**src/cagn_pkg.sv**
```systemverilog
// ----------------------------------------------------------------------------
// cagn_pkg
// Shared types, sizes and helpers of the class-aware greedy nms block.
// ----------------------------------------------------------------------------
package cagn_pkg;

	localparam int MAX_DET  = 64;
	localparam int COORD_W  = 12;
	localparam int LABEL_W  = 8;
	localparam int SCORE_W  = 16;
	localparam int IDX_W    = $clog2(MAX_DET);
	localparam int CNT_W    = $clog2(MAX_DET + 1);
	localparam int Q_DEPTH  = 4;
	localparam int QPTR_W   = $clog2(Q_DEPTH);
	localparam int CFG_W    = 16;
	localparam int CFG_IDX_W = 2;
	localparam int AREA_W   = 2 * COORD_W;
	localparam int UNI_W    = AREA_W + 1;
	localparam int PROD_W   = UNI_W + CFG_W;
	localparam int BOX_W    = 4 * COORD_W;
	localparam int SL_W     = SCORE_W + LABEL_W;

	localparam logic [CFG_IDX_W-1:0] CFG_IOU      = 2'd0;
	localparam logic [CFG_IDX_W-1:0] CFG_CONF     = 2'd1;
	localparam logic [CFG_IDX_W-1:0] CFG_MIN_KEEP = 2'd2;

	localparam logic [CFG_W-1:0] IOU_RESET      = 16'd29491;
	localparam logic [CFG_W-1:0] CONF_RESET     = 16'd32768;
	localparam logic [CFG_W-1:0] MIN_KEEP_RESET = 16'd6554;

	typedef struct packed {
		logic [COORD_W-1:0] box_left;
		logic [COORD_W-1:0] box_top;
		logic [COORD_W-1:0] box_right;
		logic [COORD_W-1:0] box_bottom;
		logic [SCORE_W-1:0] box_score;
		logic [LABEL_W-1:0] box_label;
		logic               set_last;
	} det_t;

	typedef struct packed {
		logic [COORD_W-1:0] out_left;
		logic [COORD_W-1:0] out_top;
		logic [COORD_W-1:0] out_right;
		logic [COORD_W-1:0] out_bottom;
		logic [SCORE_W-1:0] out_score;
		logic [LABEL_W-1:0] out_label;
		logic               none_kept;
		logic               overflowed;
		logic               run_last;
	} result_t;

	typedef struct packed {
		logic [COORD_W-1:0] left;
		logic [COORD_W-1:0] top;
		logic [COORD_W-1:0] right;
		logic [COORD_W-1:0] bottom;
	} box_t;

	typedef struct packed {
		det_t             det;
		logic             drop;
		logic [IDX_W-1:0] slot;
	} qentry_t;

	typedef struct packed {
		logic [CFG_W-1:0] iou;
		logic [CFG_W-1:0] conf;
		logic [CFG_W-1:0] min_keep;
	} cfg_t;

	function automatic logic [COORD_W-1:0] span(input logic [COORD_W-1:0] lo,
		input logic [COORD_W-1:0] hi);
		return (hi > lo) ? (hi - lo) : '0;
	endfunction

endpackage

```
**src/cagn_front.sv**
```systemverilog
// ----------------------------------------------------------------------------
// cagn_front
// Accepts detections, assigns store slots, flags overflow, queues requests.
// ----------------------------------------------------------------------------
module cagn_front (
	input  logic              clk,
	input  logic              arst_n,
	input  logic              push,
	output logic              full,
	input  cagn_pkg::det_t    det,
	output logic              q_valid,
	output cagn_pkg::qentry_t q_entry,
	input  logic              q_pop
);

	logic [cagn_pkg::CNT_W-1:0]  cnt_q;
	cagn_pkg::qentry_t           mem_q [cagn_pkg::Q_DEPTH];
	logic [cagn_pkg::QPTR_W-1:0] wp_q;
	logic [cagn_pkg::QPTR_W-1:0] rp_q;
	logic [cagn_pkg::QPTR_W:0]   fill_q;
	logic                        acc;
	logic                        drop;
	cagn_pkg::qentry_t           new_entry;

	assign full    = (fill_q == (cagn_pkg::QPTR_W + 1)'(cagn_pkg::Q_DEPTH));
	assign acc     = push & ~full;
	assign q_valid = (fill_q != '0);
	assign q_entry = mem_q[rp_q];
	assign drop    = (cnt_q == cagn_pkg::CNT_W'(cagn_pkg::MAX_DET));

	always_comb begin
		new_entry.det  = det;
		new_entry.drop = drop;
		new_entry.slot = cnt_q[cagn_pkg::IDX_W-1:0];
	end

	always_ff @(posedge clk) begin
		if (acc) begin
			mem_q[wp_q] <= new_entry;
		end
	end

	always_ff @(posedge clk or negedge arst_n) begin
		if (!arst_n) begin
			cnt_q  <= '0;
			wp_q   <= '0;
			rp_q   <= '0;
			fill_q <= '0;
		end else begin
			if (acc) begin
				wp_q <= wp_q + 1'b1;
				if (det.set_last) begin
					cnt_q <= '0;
				end else if (!drop) begin
					cnt_q <= cnt_q + 1'b1;
				end
			end
			if (q_pop) begin
				rp_q <= rp_q + 1'b1;
			end
			fill_q <= fill_q + (cagn_pkg::QPTR_W + 1)'(acc) - (cagn_pkg::QPTR_W + 1)'(q_pop);
		end
	end

endmodule

```
**config.mk**
```make
export PLATFORM = sky130hd
export DESIGN_NAME = cagn_front
export DESIGN_NICKNAME = d
export VERILOG_FILES = /design/src/cagn_pkg.sv /design/src/cagn_front.sv
export SDC_FILE = /design/constraint.sdc
export NUM_CORES = 1
export LEC_CHECK = 0
export BUFFER_PORTS_ARGS = -buffer_cell sky130_fd_sc_hd__buf_2
export CAP_MARGIN = 20
export CORE_MARGIN = 4
export CORE_UTILIZATION = 30
export CTS_BUF_LIST = sky130_fd_sc_hd__clkbuf_4 sky130_fd_sc_hd__clkbuf_8
export DETAILED_ROUTE_END_ITERATION = 7
export HOLD_SLACK_MARGIN = 0.1
export PLACE_DENSITY = 0.56
export RECOVER_POWER = 25
export SETUP_SLACK_MARGIN = 0.1
export SLEW_MARGIN = 0
export SYNTH_ARGS = -nofsm -noshare
export SYNTH_HDL_FRONTEND = slang
export SYNTH_SLANG_ARGS = --single-unit
```
**constraint.sdc**
```tcl
create_clock -name clk -period 3.9 [get_ports clk]
set_clock_uncertainty 0.05 [all_clocks]
set_input_delay 0.39 -clock clk [delete_from_list [all_inputs] [get_ports clk]]
set_output_delay 0.39 -clock clk [all_outputs]
set_load 0.01 [all_outputs]
```
Word-level counts from Yosys, hierarchy flattened
Memory sizes are Yosys's and may differ from the RTL's. Cells that the tools add are included.

Bits in registers: 14. RAM bits: 320. Bits of input ports: 77. Output and inout bits: 82. Logic and storage cells: 21. Memories kept: 1.

Add/subtract/negate cells: 5. Eq/ne operators: 3. Muxes and demuxes: 4. Bitwise logic cells: 2. Reduce and logical (&&, ||, !) cells: 2.

Memories: mem_q (depth 4, width 80, read ports 1, clocked after Yosys merged registers in 0, wr ports 1, line cagn_front.sv:17) `cagn_pkg::qentry_t mem_q [cagn_pkg::Q_DEPTH];`.

Operators by type and width (number): 2-to-1 mux 7 bit (2); adder 7 x 1 -> 7 bit, second input constant (1); == test 7 bit, second input constant (1); adder 2 x 1 -> 2 bit, second input constant (2); adder 3 x 1 -> 3 bit (1); == test 3 bit, second input constant (1); nonzero test 3 bit (1); subtractor 3 x 1 -> 3 bit (1); 2-to-1 mux 1 bit (2); != test 2 bit, second input constant (1); AND reduction 2 bit (1); AND 1 bit (1); NOT 1 bit (1).

Depth between registers and ports, before layout
Word-level depth: 5. Gate-level depth with buffers: 10. Mapped depth without buffers: 9.

Worst setup path before layout
No wires, ideal clock.

Path type: flip-flop to flip-flop. Start point: reg fill_q[2] (netlist name). End point: mem mem_q[0][0] (netlist name), enable pin. Library setup time: 0.448 ns. Arrival: 2.753 ns. Required time: 3.402 ns. Setup slack: 0.650 ns. Stages on the path, launching flop included: 4. Buffers on the path: 1. Period minus slack after synthesis: 3.250 ns. Cell sequence: dfrtp_1 -> or3b_1 -> clkbuf_1 -> and3_1.

Cells in the longest elaborated chain, start to end: 5.

RTL lines: start, declared (line cagn_front.sv:20) `logic [cagn_pkg::QPTR_W:0] fill_q;`; start signal, assigned (line cagn_front.sv:61) `fill_q <= fill_q + (cagn_pkg::QPTR_W + 1)'(acc) - (cagn_pkg::QPTR_W + 1)'(q_pop);`; == test 3 bit (line cagn_front.sv:25) `assign full = (fill_q == (cagn_pkg::QPTR_W + 1)'(cagn_pkg::Q_DEPTH));`; NOT 1 bit (line cagn_front.sv:26) `assign acc = push & ~full;`; AND 1 bit (line cagn_front.sv:26); 2-to-1 mux 1 bit (line cagn_front.sv:38) `if (acc) begin`; 2-to-1 mux 1 bit (not written as such) (line cagn_front.sv:39) `mem_q[wp_q] <= new_entry;`; end, declared (line cagn_front.sv:17).

Every way passes these cells.

==> impl_metrics.json <==
{
  "rsz0062_at_grt": "no",
  "vias": 5916,
  "slew_violations": 0,
  "synth_cells": 498,
  "wirelength_um": 24680,
  "wl_per_cell_um": 18.35,
  "ys_seq_area_share_pct": 80.83,
  "max_freq_ghz": 0.3324,
  "worstSetupPathType": "reg -> out",
  "die_w_um": 210.7,
  "peakVddDrop_uv": 408.7,
  "dp.cells": 1170,
  "ys_warn_count": 0,
  "clk_path_buf_depth": 3,
  "seqPwrFrac_pct": 44.0,
  "hold_violations": 0,
  "first_global_vias": 6611,
  "grtUsageMet3_pct": 3.342,
  "die-area_sq_um": 44380,
  "grt-busiest-layer": "met2",
  "synth_edf_count": 320,
  "postCtsSetupBuffers": 0,
  "drt-initial-drc-count": 363,
  "startpoint": "rp_q[0]",
  "avgSynthCellArea_sq_um": 24.74,
  "cts_made_buffers": 54,
  "use_met2_pct": 18.15,
  "fin_crit_ps": 3009,
  "p_clk_share_pct": 27.5,
  "relSlewSlack_pct": 43.21,
  "cts_hold_buffers": 75,
  "hpwl_um": 14090,
  "fin_nets": 862,
  "core_sq_um": 40190,
  "use_met1_pct": 14.54,
  "area_delta_synth_final_pct": 27.21,
  "tightest_slew_ps": 851.8,
  "fin_tns_setup_ps": 0,
  "async_reset_ff_share_pct": 4.192,
  "hold_path.startpoint": "push",
  "syn-num-nets": 584,
  "grt_pass1_wl_um": 38210,
  "swShare_pct": 29.18,
  "synth-main-ff-cell": "edfxtp_1",
  "final_cell_mix": "edfxtp_1 (320), buf_2 (112), mux4_2 (80)",
  "reg2reg_from": "fill_q[1]",
  "cp.arrival_ps": 2570,
  "rows": 73,
  "drc": 0,
  "outcome": "completed",
  "p_sw_uw": 3323,
  "drive_above_1_share_pct": 35.85,
  "min_path_type": "in -> reg",
  "start_util_pct": 30.66,
  "root_buffer": "clkbuf_8",
  "crit_fanout": 23,
  "synth_area_sq_um": 12320,
  "die_h_um": 210.7,
  "grt_max_degree": 46,
  "cts.sinks": 334,
  "ant_nets": 0,
  "numPortBuffers": 158,
  "leakagePower_uw": 0.005303,
  "grt_use_total_pct": 11.16,
  "gp_congestion": 0.6701,
  "worstSkewPairLatency_ps": 590,
  "cp-end-kind": "primary output",
  "setup_viol": 0,
  "routed_via_density": 4.399,
  "synth.distinct_cells": 33,
  "clk_pin_slew_ps": 60,
  "synth-seq-cells": 334,
  "firstDrtPassIters": 4,
  "cts_tree": "done",
  "power_frac_comb_pct": 28.4,
  "htreeDepth": 2,
  "stdcell_count": 1345,
  "critPathRequiredTime_ps": 3460,
  "fill_cells": 3679,
  "cts_resized": 0,
  "ios": 159,
  "overflow": 0,
  "p_int_uw": 8065,
  "final_common_cell": "edfxtp_1",
  "crit_path_start_kind": "register",
  "power_density_nw_per_um2": 726.5,
  "finalCritPeriodShare_pct": 77.14,
  "max-cap-violations": 0,
  "diodes": 0,
  "grt_antenna_before_repair": 0
}
[per-layer routing]
metal | routed length (um) | up-vias | part of all wire, %
met2 | 12300 | 147 | 50
met4 | 464 | 0 | 1.9
met1 | 10470 | 3045 | 42
met3 | 1446 | 37 | 5.9
li1 | - | 2687 | -
met5 | 0 | - | 0
[cell usage after synthesis (2+ instances only)]
master / number / share of area, %
a22oi_1: 2 / 0.12
and3_1: 4 / 0.20
buf_1: 2 / 0.061
buf_2: 9 / 0.37
clkbuf_1: 9 / 0.27
dfrtp_1: 14 / 2.8
edfxtp_1: 320 / 78
ha_1: 8 / 0.81
inv_1: 9 / 0.27
mux4_2: 80 / 15
nand2_1: 5 / 0.15
nand3_1: 3 / 0.12
nor2_1: 2 / 0.061
nor2b_1: 3 / 0.15
nor3b_1: 2 / 0.12
o21ai_0: 4 / 0.16
o31ai_1: 2 / 0.12
o41ai_1: 2 / 0.14
xnor2_1: 4 / 0.28
[worst max-delay path: stages, from the launching register on]
cell and delay [ps]:
dfrtp_4 760, buf_4 460, mux4_2 560, buf_2 160
[area by class of cell]
| type | instances | area [sq um] | area share, % |
|---|---|---|---|
| Tap cell | 525 | 656.9 | 4.191 |
| Sequential cell | 334 | 9967 | 63.59 |
| Multi-Input combinational cell | 135 | 2262 | 14.43 |
| Clock buffer | 70 | 882.1 | 5.627 |
| Clock inverter | 30 | 259.0 | 1.652 |
| Inverter | 9 | 33.78 | 0.2155 |
| Timing Repair Buffer | 242 | 1614 | 10.30 |
[power by group through the flow]
stage	clock (uW)	combinational (uW)	sequential (uW)
floorplan	0	2090	5000
global placement	0	3300	5080
detailed placement	0	3310	5100
CTS	3270	3380	5030
global route	3440	3520	5090
finish	3130	3240	5010
[stage by stage]
stage	hold slack (ps)	utilization [%]	setup WS, ps	power (uW)	cell area (sq um)
after floorplan	44.41	-	649.5	7089	12320
after global placement	261.6	34.44	1391	8373	13840
after detailed placement	265.2	34.44	1367	8407	13840
after CTS	123.5	39.15	736.5	11680	15730
after global routing	196.9	39.00	647.8	12060	15680
final	200.6	39.00	891.5	11390	15680
[cell families after synthesis]
family                   synth area share, %
AO/OA/AOI/OAI                         0.9038
XOR/XNOR                              0.3554
adder cells (fa/ha/maj)               0.9749
buffers and inverters                 0.9748
flip-flops                             80.83
multiplexers                           14.71
AND/OR/NAND/NOR                        1.249
[state kept, by name (all words and copies together), names as in the netlist]
name	cells
fill_q	3
cnt_q	7
mem_q	320
rp_q	2
wp_q	2
[worst paths after layout]
check                         endpoint  slack, ps  cells past startpoint
max                        q_entry[51]        890                      3
min                           cnt_q[1]        200                      4
max reg2reg                  fill_q[2]       1390                      9
min reg2reg                  fill_q[0]        470                      1
max in group asynchronous      rp_q[1]       2800                      2
min in group asynchronous      wp_q[1]        370                      2
Note: power is estimated with default switching activity, not from simulation.
